`src/rtl/core/wnp_pkg.sv`:
```
// Shared types and constants for the Worley nearest-point noise block.
package wnp_pkg;

	localparam int NUM_POINTS      = 20;
	localparam int COORD_FRAC_BITS = 8;
	localparam int VALUE_FRAC_BITS = 12;

	localparam int COORD_W = 20;
	localparam int IDX_W   = 5;
	localparam int PIX_W   = 12;
	localparam int WIDTH_W = 13;
	localparam int VALUE_W = 22;
	localparam int DIST_W  = 21;

	localparam logic [WIDTH_W-1:0] WIDTH_MIN   = WIDTH_W'(64);
	localparam logic [WIDTH_W-1:0] WIDTH_MAX   = WIDTH_W'(4096);
	localparam logic [WIDTH_W-1:0] WIDTH_RESET = WIDTH_W'(512);

	// internal coordinate width: wide enough for a stored point and a shifted pixel
	localparam int CRD_W = (COORD_W > PIX_W + COORD_FRAC_BITS) ?
		COORD_W : PIX_W + COORD_FRAC_BITS;
	localparam int PT_IDX_W = (NUM_POINTS > 1) ? $clog2(NUM_POINTS) : 1;
	localparam int PT_CNT_W = $clog2(NUM_POINTS + 1);

	// squared distance and its floor root
	localparam int SQ_W       = 2 * CRD_W + 1;
	localparam int ROOT_W     = (SQ_W + 1) / 2;
	localparam int RAD_W      = 2 * ROOT_W;
	localparam int REM_W      = ROOT_W + 3;
	localparam int ROOT_CNT_W = $clog2(ROOT_W + 1);

	// q = floor((dist << SCALE_SH + w) / (2w)) is round(4*dist*2^12 / (w*2^frac))
	localparam int SCALE_SH  = VALUE_FRAC_BITS + 3 - COORD_FRAC_BITS;
	localparam int NUM_W     = ROOT_W + SCALE_SH + 1;
	localparam int DEN_W     = WIDTH_W + 1;
	localparam int DIV_CNT_W = $clog2(NUM_W + 1);

	localparam logic [VALUE_W-1:0] VALUE_ONE = VALUE_W'(1 << VALUE_FRAC_BITS);

	localparam int FIFO_AW    = 2;
	localparam int FIFO_DEPTH = 1 << FIFO_AW;

	typedef enum logic [0:0] {
		KIND_LOAD  = 1'b0,
		KIND_PIXEL = 1'b1
	} kind_t;

	typedef struct packed {
		kind_t              kind;
		logic [IDX_W-1:0]   point_index;
		logic [COORD_W-1:0] point_x;
		logic [COORD_W-1:0] point_y;
		logic [PIX_W-1:0]   pixel_x;
		logic [PIX_W-1:0]   pixel_y;
	} item_t;

	typedef struct packed {
		logic signed [VALUE_W-1:0] noise_value;
		logic [DIST_W-1:0]         nearest_distance;
	} result_t;

	typedef enum logic [0:0] {
		OP_LOAD  = 1'b0,
		OP_PIXEL = 1'b1
	} op_t;

	// queue entry: a load carries the point, a pixel carries its scaled position
	typedef struct packed {
		op_t                 op;
		logic [PT_IDX_W-1:0] slot;
		logic [CRD_W-1:0]    cx;
		logic [CRD_W-1:0]    cy;
	} qent_t;

endpackage

```
`src/rtl/core/wnp_front.sv`:
```
// Front end: takes input transfers, classifies them and fills the work queue.
module wnp_front (
	input  logic             item_valid,
	output logic             item_stall,
	input  wnp_pkg::item_t   item,
	input  logic             q_full,
	output logic             q_push,
	output wnp_pkg::qent_t   q_entry
);

	logic is_pixel;
	logic slot_ok;

	assign is_pixel   = (item.kind == wnp_pkg::KIND_PIXEL);
	assign slot_ok    = ({1'b0, item.point_index} < (wnp_pkg::IDX_W + 1)'(wnp_pkg::NUM_POINTS));
	assign item_stall = q_full;

	// loads to a slot beyond the table are taken and dropped
	assign q_push = item_valid && !q_full && (is_pixel || slot_ok);

	always_comb begin
		q_entry      = '0;
		q_entry.slot = item.point_index[wnp_pkg::PT_IDX_W-1:0];
		if (is_pixel) begin
			q_entry.op = wnp_pkg::OP_PIXEL;
			q_entry.cx = wnp_pkg::CRD_W'({item.pixel_x, {wnp_pkg::COORD_FRAC_BITS{1'b0}}});
			q_entry.cy = wnp_pkg::CRD_W'({item.pixel_y, {wnp_pkg::COORD_FRAC_BITS{1'b0}}});
		end else begin
			q_entry.op = wnp_pkg::OP_LOAD;
			q_entry.cx = wnp_pkg::CRD_W'(item.point_x);
			q_entry.cy = wnp_pkg::CRD_W'(item.point_y);
		end
	end

endmodule

```
`src/rtl/core/wnp_fifo.sv`:
```
// Short work queue between front end and back end.
module wnp_fifo (
	input  logic           clk,
	input  logic           arst_n,
	input  logic           push,
	input  wnp_pkg::qent_t push_data,
	output logic           full,
	input  logic           pop,
	output logic           valid,
	output wnp_pkg::qent_t data
);

	wnp_pkg::qent_t                 mem_q [wnp_pkg::FIFO_DEPTH];
	logic [wnp_pkg::FIFO_AW-1:0]    wr_ptr_q;
	logic [wnp_pkg::FIFO_AW-1:0]    rd_ptr_q;
	logic [wnp_pkg::FIFO_AW:0]      count_q;

	assign full  = (count_q == (wnp_pkg::FIFO_AW + 1)'(wnp_pkg::FIFO_DEPTH));
	assign valid = (count_q != '0);
	assign data  = mem_q[rd_ptr_q];

	always_ff @(posedge clk) begin
		if (push)
			mem_q[wr_ptr_q] <= push_data;
	end

	always_ff @(posedge clk or negedge arst_n) begin
		if (!arst_n) begin
			wr_ptr_q <= '0;
			rd_ptr_q <= '0;
			count_q  <= '0;
		end else begin
			if (push)
				wr_ptr_q <= wr_ptr_q + 1'b1;
			if (pop)
				rd_ptr_q <= rd_ptr_q + 1'b1;
			if (push && !pop)
				count_q <= count_q + 1'b1;
			else if (pop && !push)
				count_q <= count_q - 1'b1;
		end
	end

endmodule

```
`src/rtl/core/wnp_sqrt.sv`:
```
// Floor square root, one result bit per cycle.
module wnp_sqrt (
	input  logic                        clk,
	input  logic                        arst_n,
	input  logic                        start,
	input  logic [wnp_pkg::SQ_W-1:0]    radicand,
	output logic                        done,
	output logic [wnp_pkg::ROOT_W-1:0]  root
);

	logic [wnp_pkg::RAD_W-1:0]      rad_q;
	logic [wnp_pkg::REM_W-1:0]      rem_q;
	logic [wnp_pkg::ROOT_W-1:0]     root_q;
	logic [wnp_pkg::ROOT_CNT_W-1:0] cnt_q;
	logic                           done_q;

	logic [wnp_pkg::REM_W-1:0]      rem_sh;
	logic [wnp_pkg::REM_W-1:0]      trial;
	logic                           ge;

	always_comb begin
		rem_sh = {rem_q[wnp_pkg::REM_W-3:0], rad_q[wnp_pkg::RAD_W-1 -: 2]};
		trial  = wnp_pkg::REM_W'({root_q, 2'b01});
		ge     = (rem_sh >= trial);
	end

	always_ff @(posedge clk) begin
		if (start) begin
			rad_q  <= wnp_pkg::RAD_W'(radicand);
			rem_q  <= '0;
			root_q <= '0;
		end else if (cnt_q != '0) begin
			rad_q  <= {rad_q[wnp_pkg::RAD_W-3:0], 2'b00};
			rem_q  <= ge ? rem_sh - trial : rem_sh;
			root_q <= {root_q[wnp_pkg::ROOT_W-2:0], ge};
		end
	end

	always_ff @(posedge clk or negedge arst_n) begin
		if (!arst_n) begin
			cnt_q  <= '0;
			done_q <= 1'b0;
		end else begin
			done_q <= (cnt_q == wnp_pkg::ROOT_CNT_W'(1));
			if (start)
				cnt_q <= wnp_pkg::ROOT_CNT_W'(wnp_pkg::ROOT_W);
			else if (cnt_q != '0)
				cnt_q <= cnt_q - 1'b1;
		end
	end

	assign done = done_q;
	assign root = root_q;

endmodule

```
`src/rtl/core/wnp_div.sv`:
```
// Restoring divider for the distance scaling, one quotient bit per cycle.
module wnp_div (
	input  logic                        clk,
	input  logic                        arst_n,
	input  logic                        start,
	input  logic [wnp_pkg::NUM_W-1:0]   num,
	input  logic [wnp_pkg::DEN_W-1:0]   den,
	output logic                        done,
	output logic [wnp_pkg::NUM_W-1:0]   quo
);

	logic [wnp_pkg::NUM_W-1:0]      num_q;
	logic [wnp_pkg::DEN_W-1:0]      den_q;
	logic [wnp_pkg::DEN_W-1:0]      rem_q;
	logic [wnp_pkg::NUM_W-1:0]      quo_q;
	logic [wnp_pkg::DIV_CNT_W-1:0]  cnt_q;
	logic                           done_q;

	logic [wnp_pkg::DEN_W:0]        rem_sh;
	logic [wnp_pkg::DEN_W:0]        rem_sub;
	logic                           ge;

	always_comb begin
		rem_sh  = {rem_q, num_q[wnp_pkg::NUM_W-1]};
		rem_sub = rem_sh - {1'b0, den_q};
		ge      = (rem_sh >= {1'b0, den_q});
	end

	always_ff @(posedge clk) begin
		if (start) begin
			num_q <= num;
			den_q <= den;
			rem_q <= '0;
			quo_q <= '0;
		end else if (cnt_q != '0) begin
			num_q <= {num_q[wnp_pkg::NUM_W-2:0], 1'b0};
			rem_q <= ge ? rem_sub[wnp_pkg::DEN_W-1:0] : rem_sh[wnp_pkg::DEN_W-1:0];
			quo_q <= {quo_q[wnp_pkg::NUM_W-2:0], ge};
		end
	end

	always_ff @(posedge clk or negedge arst_n) begin
		if (!arst_n) begin
			cnt_q  <= '0;
			done_q <= 1'b0;
		end else begin
			done_q <= (cnt_q == wnp_pkg::DIV_CNT_W'(1));
			if (start)
				cnt_q <= wnp_pkg::DIV_CNT_W'(wnp_pkg::NUM_W);
			else if (cnt_q != '0)
				cnt_q <= cnt_q - 1'b1;
		end
	end

	assign done = done_q;
	assign quo  = quo_q;

endmodule

```
`src/rtl/core/wnp_back.sv`:
```
// Back end: point table, nearest-point scan, root and scaling, result register.
module wnp_back (
	input  logic                         clk,
	input  logic                         arst_n,
	input  logic [wnp_pkg::WIDTH_W-1:0]  image_width,
	input  logic                         q_valid,
	input  wnp_pkg::qent_t               q_data,
	output logic                         q_pop,
	output logic                         result_valid,
	input  logic                         result_stall,
	output wnp_pkg::result_t             result
);

	typedef enum logic [2:0] {
		ST_IDLE,
		ST_SCAN,
		ST_SQRT,
		ST_DIV,
		ST_OUT
	} state_t;

	localparam logic [wnp_pkg::PT_IDX_W-1:0] LAST_IDX = wnp_pkg::PT_IDX_W'(wnp_pkg::NUM_POINTS - 1);

	state_t                          state_q;
	logic [wnp_pkg::PT_IDX_W-1:0]    rd_idx_q;
	logic                            issue_q;
	logic                            sqrt_start_q;
	logic                            div_start_q;
	logic                            result_valid_q;

	logic [wnp_pkg::CRD_W-1:0]       tab_x_q [wnp_pkg::NUM_POINTS];
	logic [wnp_pkg::CRD_W-1:0]       tab_y_q [wnp_pkg::NUM_POINTS];

	logic [wnp_pkg::CRD_W-1:0]       px_q;
	logic [wnp_pkg::CRD_W-1:0]       py_q;
	logic [wnp_pkg::SQ_W-1:0]        best_q;
	logic [wnp_pkg::ROOT_W-1:0]      dist_q;
	logic [wnp_pkg::NUM_W-1:0]       num_q;
	logic [wnp_pkg::DEN_W-1:0]       den_q;
	logic [wnp_pkg::NUM_W-1:0]       quo_q;
	wnp_pkg::result_t                result_q;

	logic [wnp_pkg::CRD_W-1:0]       x_s1;
	logic [wnp_pkg::CRD_W-1:0]       y_s1;
	logic                            v_s1;
	logic                            last_s1;
	logic [2*wnp_pkg::CRD_W-1:0]     sqx_s2;
	logic [2*wnp_pkg::CRD_W-1:0]     sqy_s2;
	logic                            v_s2;
	logic                            last_s2;
	logic                            done_s3;

	logic [wnp_pkg::CRD_W-1:0]       dx;
	logic [wnp_pkg::CRD_W-1:0]       dy;
	logic [wnp_pkg::SQ_W-1:0]        sum;
	logic [wnp_pkg::WIDTH_W-1:0]     width_sat;
	logic                            out_load;

	logic                            sqrt_done;
	logic [wnp_pkg::ROOT_W-1:0]      sqrt_root;
	logic                            div_done;
	logic [wnp_pkg::NUM_W-1:0]       div_quo;

	assign q_pop    = (state_q == ST_IDLE) && q_valid;
	assign out_load = (state_q == ST_OUT) && (!result_valid_q || !result_stall);

	always_comb begin
		dx  = (px_q >= x_s1) ? px_q - x_s1 : x_s1 - px_q;
		dy  = (py_q >= y_s1) ? py_q - y_s1 : y_s1 - py_q;
		sum = {1'b0, sqx_s2} + {1'b0, sqy_s2};
		if (image_width < wnp_pkg::WIDTH_MIN)
			width_sat = wnp_pkg::WIDTH_MIN;
		else if (image_width > wnp_pkg::WIDTH_MAX)
			width_sat = wnp_pkg::WIDTH_MAX;
		else
			width_sat = image_width;
	end

	// point table, one read port driven by the scan counter
	always_ff @(posedge clk) begin
		if (q_pop && q_data.op == wnp_pkg::OP_LOAD) begin
			tab_x_q[q_data.slot] <= q_data.cx;
			tab_y_q[q_data.slot] <= q_data.cy;
		end
		x_s1 <= tab_x_q[rd_idx_q];
		y_s1 <= tab_y_q[rd_idx_q];
	end

	always_ff @(posedge clk) begin
		if (q_pop) begin
			px_q   <= q_data.cx;
			py_q   <= q_data.cy;
			best_q <= '1;
		end else if (v_s2 && sum < best_q) begin
			best_q <= sum;
		end
		sqx_s2 <= {{wnp_pkg::CRD_W{1'b0}}, dx} * {{wnp_pkg::CRD_W{1'b0}}, dx};
		sqy_s2 <= {{wnp_pkg::CRD_W{1'b0}}, dy} * {{wnp_pkg::CRD_W{1'b0}}, dy};
		if (sqrt_done) begin
			dist_q <= sqrt_root;
			num_q  <= wnp_pkg::NUM_W'({sqrt_root, {wnp_pkg::SCALE_SH{1'b0}}})
				+ wnp_pkg::NUM_W'(width_sat);
			den_q  <= {width_sat, 1'b0};
		end
		if (div_done)
			quo_q <= div_quo;
		if (out_load) begin
			result_q.noise_value      <= wnp_pkg::VALUE_ONE - quo_q[wnp_pkg::VALUE_W-1:0];
			result_q.nearest_distance <= wnp_pkg::DIST_W'(dist_q);
		end
	end

	always_ff @(posedge clk or negedge arst_n) begin
		if (!arst_n) begin
			v_s1    <= 1'b0;
			last_s1 <= 1'b0;
			v_s2    <= 1'b0;
			last_s2 <= 1'b0;
			done_s3 <= 1'b0;
		end else begin
			v_s1    <= issue_q;
			last_s1 <= issue_q && (rd_idx_q == LAST_IDX);
			v_s2    <= v_s1;
			last_s2 <= last_s1;
			done_s3 <= v_s2 && last_s2;
		end
	end

	always_ff @(posedge clk or negedge arst_n) begin
		if (!arst_n) begin
			state_q        <= ST_IDLE;
			rd_idx_q       <= '0;
			issue_q        <= 1'b0;
			sqrt_start_q   <= 1'b0;
			div_start_q    <= 1'b0;
			result_valid_q <= 1'b0;
		end else begin
			sqrt_start_q <= 1'b0;
			div_start_q  <= 1'b0;
			if (result_valid_q && !result_stall)
				result_valid_q <= 1'b0;
			case (state_q)
				ST_IDLE: begin
					if (q_valid && q_data.op == wnp_pkg::OP_PIXEL) begin
						state_q  <= ST_SCAN;
						rd_idx_q <= '0;
						issue_q  <= 1'b1;
					end
				end
				ST_SCAN: begin
					if (issue_q) begin
						if (rd_idx_q == LAST_IDX)
							issue_q <= 1'b0;
						else
							rd_idx_q <= rd_idx_q + 1'b1;
					end
					// the minimum is final once the last point leaves the compare stage
					if (done_s3) begin
						state_q      <= ST_SQRT;
						sqrt_start_q <= 1'b1;
					end
				end
				ST_SQRT: begin
					if (sqrt_done) begin
						state_q     <= ST_DIV;
						div_start_q <= 1'b1;
					end
				end
				ST_DIV: begin
					if (div_done)
						state_q <= ST_OUT;
				end
				ST_OUT: begin
					if (out_load) begin
						result_valid_q <= 1'b1;
						state_q        <= ST_IDLE;
					end
				end
				default: state_q <= ST_IDLE;
			endcase
		end
	end

	wnp_sqrt u_sqrt (
		.clk      (clk),
		.arst_n   (arst_n),
		.start    (sqrt_start_q),
		.radicand (best_q),
		.done     (sqrt_done),
		.root     (sqrt_root)
	);

	wnp_div u_div (
		.clk    (clk),
		.arst_n (arst_n),
		.start  (div_start_q),
		.num    (num_q),
		.den    (den_q),
		.done   (div_done),
		.quo    (div_quo)
	);

	assign result_valid = result_valid_q;
	assign result       = result_q;

`ifndef SYNTHESIS
	a_sqrt_done_state: assert property (@(posedge clk) disable iff (!arst_n)
		sqrt_done |-> state_q == ST_SQRT)
		else $error("root finished outside its state");

	a_div_done_state: assert property (@(posedge clk) disable iff (!arst_n)
		div_done |-> state_q == ST_DIV)
		else $error("quotient finished outside its state");

	a_sqrt_to_div: assert property (@(posedge clk) disable iff (!arst_n)
		(state_q == ST_SQRT && sqrt_done) |=> (state_q == ST_DIV && div_start_q))
		else $error("divider not started after root");

	a_result_loaded: assert property (@(posedge clk) disable iff (!arst_n)
		out_load |=> (result_valid_q && state_q == ST_IDLE))
		else $error("result register not loaded");
`endif

endmodule

```
`src/rtl/core/worley_nearest_point_noise.sv`:
```
// Top level of the Worley nearest-point noise block.
// Load transfers write one feature point into the table; pixel transfers return the
// floor Euclidean distance to the nearest stored point (8 fraction bits) and
// 1 - 4*distance/width in signed Q.12, unclamped. Transfers pass a four-entry queue,
// so the input keeps flowing while a pixel is worked on, until the queue is full. A load
// is written into the table as it leaves the queue. A pixel holds the back end from
// leaving the queue to its result being presented: a scan of the table one point per
// cycle through a three-stage distance pipeline, then a serial square root of 21 steps
// and a serial divider of 29 steps, each one bit per cycle. Load every point before the
// first pixel; the width register is saturated to 64..4096 when used.
module worley_nearest_point_noise (
	input  logic                         clk,
	input  logic                         arst_n,
	input  logic                         item_valid,
	output logic                         item_stall,
	input  wnp_pkg::item_t               item,
	output logic                         result_valid,
	input  logic                         result_stall,
	output wnp_pkg::result_t             result,
	input  logic                         cfg_we,
	input  logic [wnp_pkg::WIDTH_W-1:0]  cfg_wdata
);

	logic [wnp_pkg::WIDTH_W-1:0] width_q;

	logic           q_full;
	logic           q_push;
	wnp_pkg::qent_t q_entry;
	logic           q_valid;
	logic           q_pop;
	wnp_pkg::qent_t q_data;

	always_ff @(posedge clk or negedge arst_n) begin
		if (!arst_n)
			width_q <= wnp_pkg::WIDTH_RESET;
		else if (cfg_we)
			width_q <= cfg_wdata;
	end

	wnp_front u_front (
		.item_valid (item_valid),
		.item_stall (item_stall),
		.item       (item),
		.q_full     (q_full),
		.q_push     (q_push),
		.q_entry    (q_entry)
	);

	wnp_fifo u_fifo (
		.clk       (clk),
		.arst_n    (arst_n),
		.push      (q_push),
		.push_data (q_entry),
		.full      (q_full),
		.pop       (q_pop),
		.valid     (q_valid),
		.data      (q_data)
	);

	wnp_back u_back (
		.clk          (clk),
		.arst_n       (arst_n),
		.image_width  (width_q),
		.q_valid      (q_valid),
		.q_data       (q_data),
		.q_pop        (q_pop),
		.result_valid (result_valid),
		.result_stall (result_stall),
		.result       (result)
	);

endmodule
```
`config.mk`:
```
export PLATFORM = sky130hd
export DESIGN_NAME = worley_nearest_point_noise
export DESIGN_NICKNAME = d
export VERILOG_FILES = /design/src/rtl/core/wnp_pkg.sv /design/src/rtl/core/wnp_front.sv /design/src/rtl/core/wnp_fifo.sv /design/src/rtl/core/wnp_sqrt.sv /design/src/rtl/core/wnp_div.sv /design/src/rtl/core/wnp_back.sv /design/src/rtl/core/worley_nearest_point_noise.sv
export SDC_FILE = /design/constraint.sdc
export NUM_CORES = 2
export LEC_CHECK = 0
export BUFFER_PORTS_ARGS = -buffer_cell sky130_fd_sc_hd__buf_2
export CAP_MARGIN = 15
export CORE_UTILIZATION = 25
export CTS_CLUSTER_DIAMETER = 80
export DETAILED_ROUTE_END_ITERATION = 10
export PLACE_DENSITY = 0.47
export SYNTH_ARGS = -nofsm -noshare
export SYNTH_HDL_FRONTEND = slang
export SYNTH_HIERARCHICAL = 1
export SYNTH_SLANG_ARGS = --single-unit
```
`constraint.sdc`:
```
create_clock -name clk -period 16.2 [get_ports clk]
set_clock_uncertainty 0.05 [all_clocks]
set_input_delay 0.81 -clock clk [delete_from_list [all_inputs] [get_ports clk]]
set_output_delay 0.81 -clock clk [all_outputs]
set_load 0.03 [all_outputs]
```
# == After elaboration in Yosys (flattened, before gate mapping) ==
# Memory sizes are Yosys's and may differ from the RTL's. A register that Yosys moved wholly into a read port is not among the register bits.
# Cells that the tools add are included.
# op_classes
add_sub_neg,16
multipliers,2
n_div,0
order_cmp,8
n_eq_ne,15
n_shift,0
n_mux,43
n_bitwise,1
reduce_logical,30
# op_table
op,n
two-way mux 41 bit,2
multiplier 20 x 20 -> 40 bit,2
subtractor 20 bit,4
two-way mux 29 bit,2
adder 40 x 40 -> 41 bit,1
< comparator 41 bit,1
>= comparator 20 bit,2
two-way mux 20 bit,2
two-way mux 40 bit,1
two-way mux 5 bit,7
adder 28 x 13 -> 29 bit,1
two-way mux 13 bit,2
>= comparator 24 x 23 -> 1 bit,1
two-way mux 22 bit,1
"subtractor 13 x 22 -> 22 bit, first input constant",1
subtractor 22 bit,1
two-way mux 3 bit,7
>= comparator 15 x 14 -> 1 bit,1
two-way mux 1 bit,15
case mux 3 bit (5 select lines),1
two-way mux 14 bit,1
subtractor 14 bit,1
"> comparator 13 bit, second input constant",1
"< comparator 13 x 7 -> 1 bit, second input constant",1
other kinds (26),56
# totals
register_bits,501
latchBits,0
ramBits,984
rom_bits,0
inputBits,88
out_inout_bits,45
wordCells,156
memories,3
# mem_list
memory,depth,width,read_ports,rd_ports_with_merged_regs,write_ports,line_no,source
u_back.tab_x_q,20,20,1,1,1,wnp_back.sv:31,logic [wnp_pkg::CRD_W-1:0] tab_x_q [wnp_pkg::NUM_POINTS];
u_back.tab_y_q,20,20,1,1,1,wnp_back.sv:32,logic [wnp_pkg::CRD_W-1:0] tab_y_q [wnp_pkg::NUM_POINTS];
u_fifo.mem_q,4,46,1,0,1,wnp_fifo.sv:13,wnp_pkg::qent_t mem_q [wnp_pkg::FIFO_DEPTH];

# == Longest topological paths before layout ==
# logic_depth
depth_word,8
depth_mapped,46

# == Modules after synthesis ==
# The synthesis kept the hierarchy.
# modules_own_cells
module,n_inst,cells_per_inst,area_per_inst_um2
wnp_back,1,5301,69892.0
wnp_fifo,1,274,7025.5
wnp_sqrt,1,540,5175.0
wnp_div,1,428,4484.3
worley_nearest_point_noise,1,27,521.8
wnp_front,1,55,483.0

# == Least setup slack after synthesis ==
# Ideal clock, no wire load.
# synth_timing
path_type,flip-flop to flip-flop
startpoint,reg u_back/px_q[0] (netlist name)
endpoint,reg u_back/sqx_s2[38] (netlist name)
arrival_ps,9721
path_slack_ps,6307
stages_incl_launch_ff,42
cell_sequence,edfxtp_1 inv_1 ha_1 inv_1 fa_1 a21o_1 a21oi_1 o31ai_1 a221o_1 a31oi_4 buf_4 buf_4 buf_4 o21ai_0 a221o_1 xor2_1 clkbuf_1 nand2_1 (+6 left out) fa_1 inv_1 fa_1 inv_1 fa_1 inv_1 ha_1 a21oi_1 nand2_1 a2111oi_0 o31ai_1 a21o_1 a41oi_1 a21oi_1 o31ai_1 a21oi_1 mux2i_1 nand2_1
# synth_between
elab_chain_cells,3
word_cells_on_any_way,5
cone_classes,2 x add/sub; 1 x mul; 1 x order compare; 1 x mux
# synth_rtl
element,line_no,source
"start, declared",wnp_back.sv:34,logic [wnp_pkg::CRD_W-1:0] px_q;
"start signal, assigned",wnp_back.sv:91,px_q <= q_data.cx;
subtractor 20 bit or >= comparator 20 bit (tied branches),wnp_back.sv:68,dx = (px_q >= x_s1) ? px_q - x_s1 : x_s1 - px_q;
two-way mux 20 bit (*),wnp_back.sv:68,
multiplier 20 x 20 -> 40 bit (*),wnp_back.sv:97,"sqx_s2 <= {{wnp_pkg::CRD_W{1'b0}}, dx} * {{wnp_pkg::CRD_W{1'b0}}, dx};"
"end signal, assigned",wnp_back.sv:97,
"end, declared",wnp_back.sv:47,logic [2*wnp_pkg::CRD_W-1:0] sqx_s2;
# Every way passes the cells marked *; elsewhere a longest branch is shown, timed or not.
# A chain may end at the register's enable or synchronous reset.

# == Final worst setup path ==
# Ends and elaborated chain as after synthesis.

==> out/metrics.cfg <==
[outcome]
status = finished clean

[floorplanning]
die_area_um2 = 352000
fp.dieW_um = 593
fp.dieH_um = 593
fp.coreArea_um2 = 347000
start_util_pct = 25.2
row_count = 216
ios = 133

[timing]
max_freq_mhz = 86.7
setup_viol = 0
drv_slew = 0
setup_slack_ns = 4.67
setup_tns_ns = 0
hold_ws_ns = 0.140
min_period_ns = 11.53
grt_setup_unrepaired = false
tightest_slew_ns = 1.20
min_period_over_period_pct = 71.2
hold_violations = 0
max-slew-margin-rel_pct = 19.7

[placed_design]
place_ws_ns = 4.80
hpwl_um = 145000
gp_congestion = 0.832
portBuffers = 132

[flow_run]
maxCapViolations = 0

[detailed_routing]
viasPerCell = 4.45
drt_wl_total_um = 211000
antenna_left = 0
drt_iter0_markers = 3217
drt-wirelength-per-cell_um = 18.5
vias = 50973
first_pass_iters = 5
drc = 0

[clock_tree]
cts_resized = 0
insertion_delay_ns = 0.85
clockRootBuffer = clkbuf_16
cts-hold-fix-buffers = 1
numCtsBuffers = 162
cts.htree.levels = 4
clock_tree.buffer_depth = 4
clk_pin_slew_worst_paths_ns = 0.06
post_cts_buffers = 0
cts_tree = done
cts_sinks = 1517

[synth]
yosysWarnings = 6
syn_nets = 7765
netlist_area_um2 = 87400
netlist_instances = 6597
syn_avg_cell_area_um2 = 13.2

[layout]
final.fill_count = 35423
final_nets = 7917
area_growth_pct = 13.0
drive_gt1_share_pct = 14.4

[worst_setup_path]
end_kind = flop
crit_start = u_back/px_q[0]$_DFFE_PP_
r2r_start = u_back/px_q[0]$_DFFE_PP_
required_ns = 16.80
path_delay_family = compound AO/OA/AOI/OAI gates
critPathBufInv = 7
max_stage_delay_ns = 0.93
path_class = reg -> reg
slowest_stage = xnor2_1
start_kind = flop
arrival_ns = 12.13
cp_max_fo = 14

[global_routing]
grt_pass1_vias = 54454
antenna_found_initial = 18
grt_pass1_wl_um = 325000
track_usage_pct = 12.0
grt_start_max_net_pins = 98
grt-ovfl-total = 0

[worst_hold_path]
worstHoldStart = item[65]
min_path_type = in -> reg

[through the flow]
stage	utilization, %	area (um2)	instances
2_1_floorplan	-	87400	6597
3_3_place_gp	27.0	93600	11161
3_5_place_dp	27.0	93600	11161
4_1_cts	28.4	98600	11445
5_1_grt	28.4	98700	11447
6_report	28.4	98700	11450
[worst register-to-register path, delay by kind of cell (launching register included)]
family	cells	cell delay, ns
AOI/OAI and AO/OA	16	4.10
xor gates and xnor gates	1	0.93
adders and majority gates	10	3.79
buffers and inverters	7	1.25
DFF	1	0.39
muxes	2	0.43
and+or+nand+nor	3	0.48
[final cells by class]
type,count,area (um2),share of cell area (%)
Antenna cell,4,10.0,0.0101
Clock buffer,217,4410,4.47
Clock inverter,66,638,0.647
Inverter,959,3600,3.65
Multi-Input combinational cell,3879,39900,40.4
Sequential cell,1517,42900,43.5
Tap cell,4578,5730,5.80
Timing Repair Buffer,230,1430,1.45
[layer usage]
| layer | share of wire (%) | GRT usage, % | vias to the layer above |
|---|---|---|---|
| li1 | - | - | 23403 |
| met4 | 1.9 | 2.53 | 14 |
| met3 | 4.3 | 1.62 | 258 |
| met1 | 46 | 16.2 | 26264 |
| met2 | 48 | 20.5 | 1034 |
| met5 | 0.032 | 0 | - |
[path summary, 6_finish.rpt]
kind | end | slack [ns] | cells past startpoint
min in group asynchronous | u_fifo/wr_ptr_q[1]$_DFFE_PN0P_ | 0.31 | 2
setup / recovery | u_back/sqx_s2[38]$_DFF_P_ | 4.67 | 39
setup reg to reg | u_back/sqx_s2[38]$_DFF_P_ | 4.67 | 39
hold reg to reg | u_back/last_s2$_DFF_PN0_ | 0.30 | 0
hold / removal | u_fifo/mem_q[2][41]$_DFFE_PP_ | 0.14 | 1
max in group asynchronous | u_back/div_start_q$_DFF_PN0_ | 14.66 | 3
[cell usage in the layout (no fill, tap or decap), types with 38 or more instances in the layout]
master and count:
inv_1 948, nand3_1 67, nor2b_1 54, a21oi_1 258, mux2_2 144, dfxtp_1 239, dfrtp_1 38, clkbuf_1 43
xor2_1 89, nand4_1 39, clkbuf_16 165, nor3_1 58, mux4_2 286, ha_1 515, nand2_1 482, nand2b_1 44
nor2_1 348, buf_4 96, xnor2_1 150, fa_1 565, buf_2 131, a21o_1 115, edfxtp_1 1229, o21bai_1 40
mux2i_1 70, o21ai_0 126
[sequential cells by signal, summed over array words and instances, names as in the netlist, 6 cells and up]
signal               count
u_back/tab_x_q         400
u_back/u_div/rem_q      14
u_back/u_sqrt/rem_q     22
u_back/u_sqrt/root      21
u_back/result           43
u_back/tab_y_q         400
u_back/y_s1             20
u_back/x_s1             20
u_back/u_div/den_q      14
u_back/u_sqrt/rad_q     42
u_back/sqx_s2           39
u_back/num_q            29
u_fifo/mem_q           184
u_back/py_q             20
u_back/dist_q           21
u_back/den_q             6
u_back/u_div/quo        22
width_q                 13
u_back/sqy_s2           39
u_back/quo_q            22
u_back/px_q             20
u_back/best_q           41
u_back/u_div/num_q      29
Power is not shown: default switching activity piles up to over one toggle a cycle in this logic, so the estimate is an artifact.
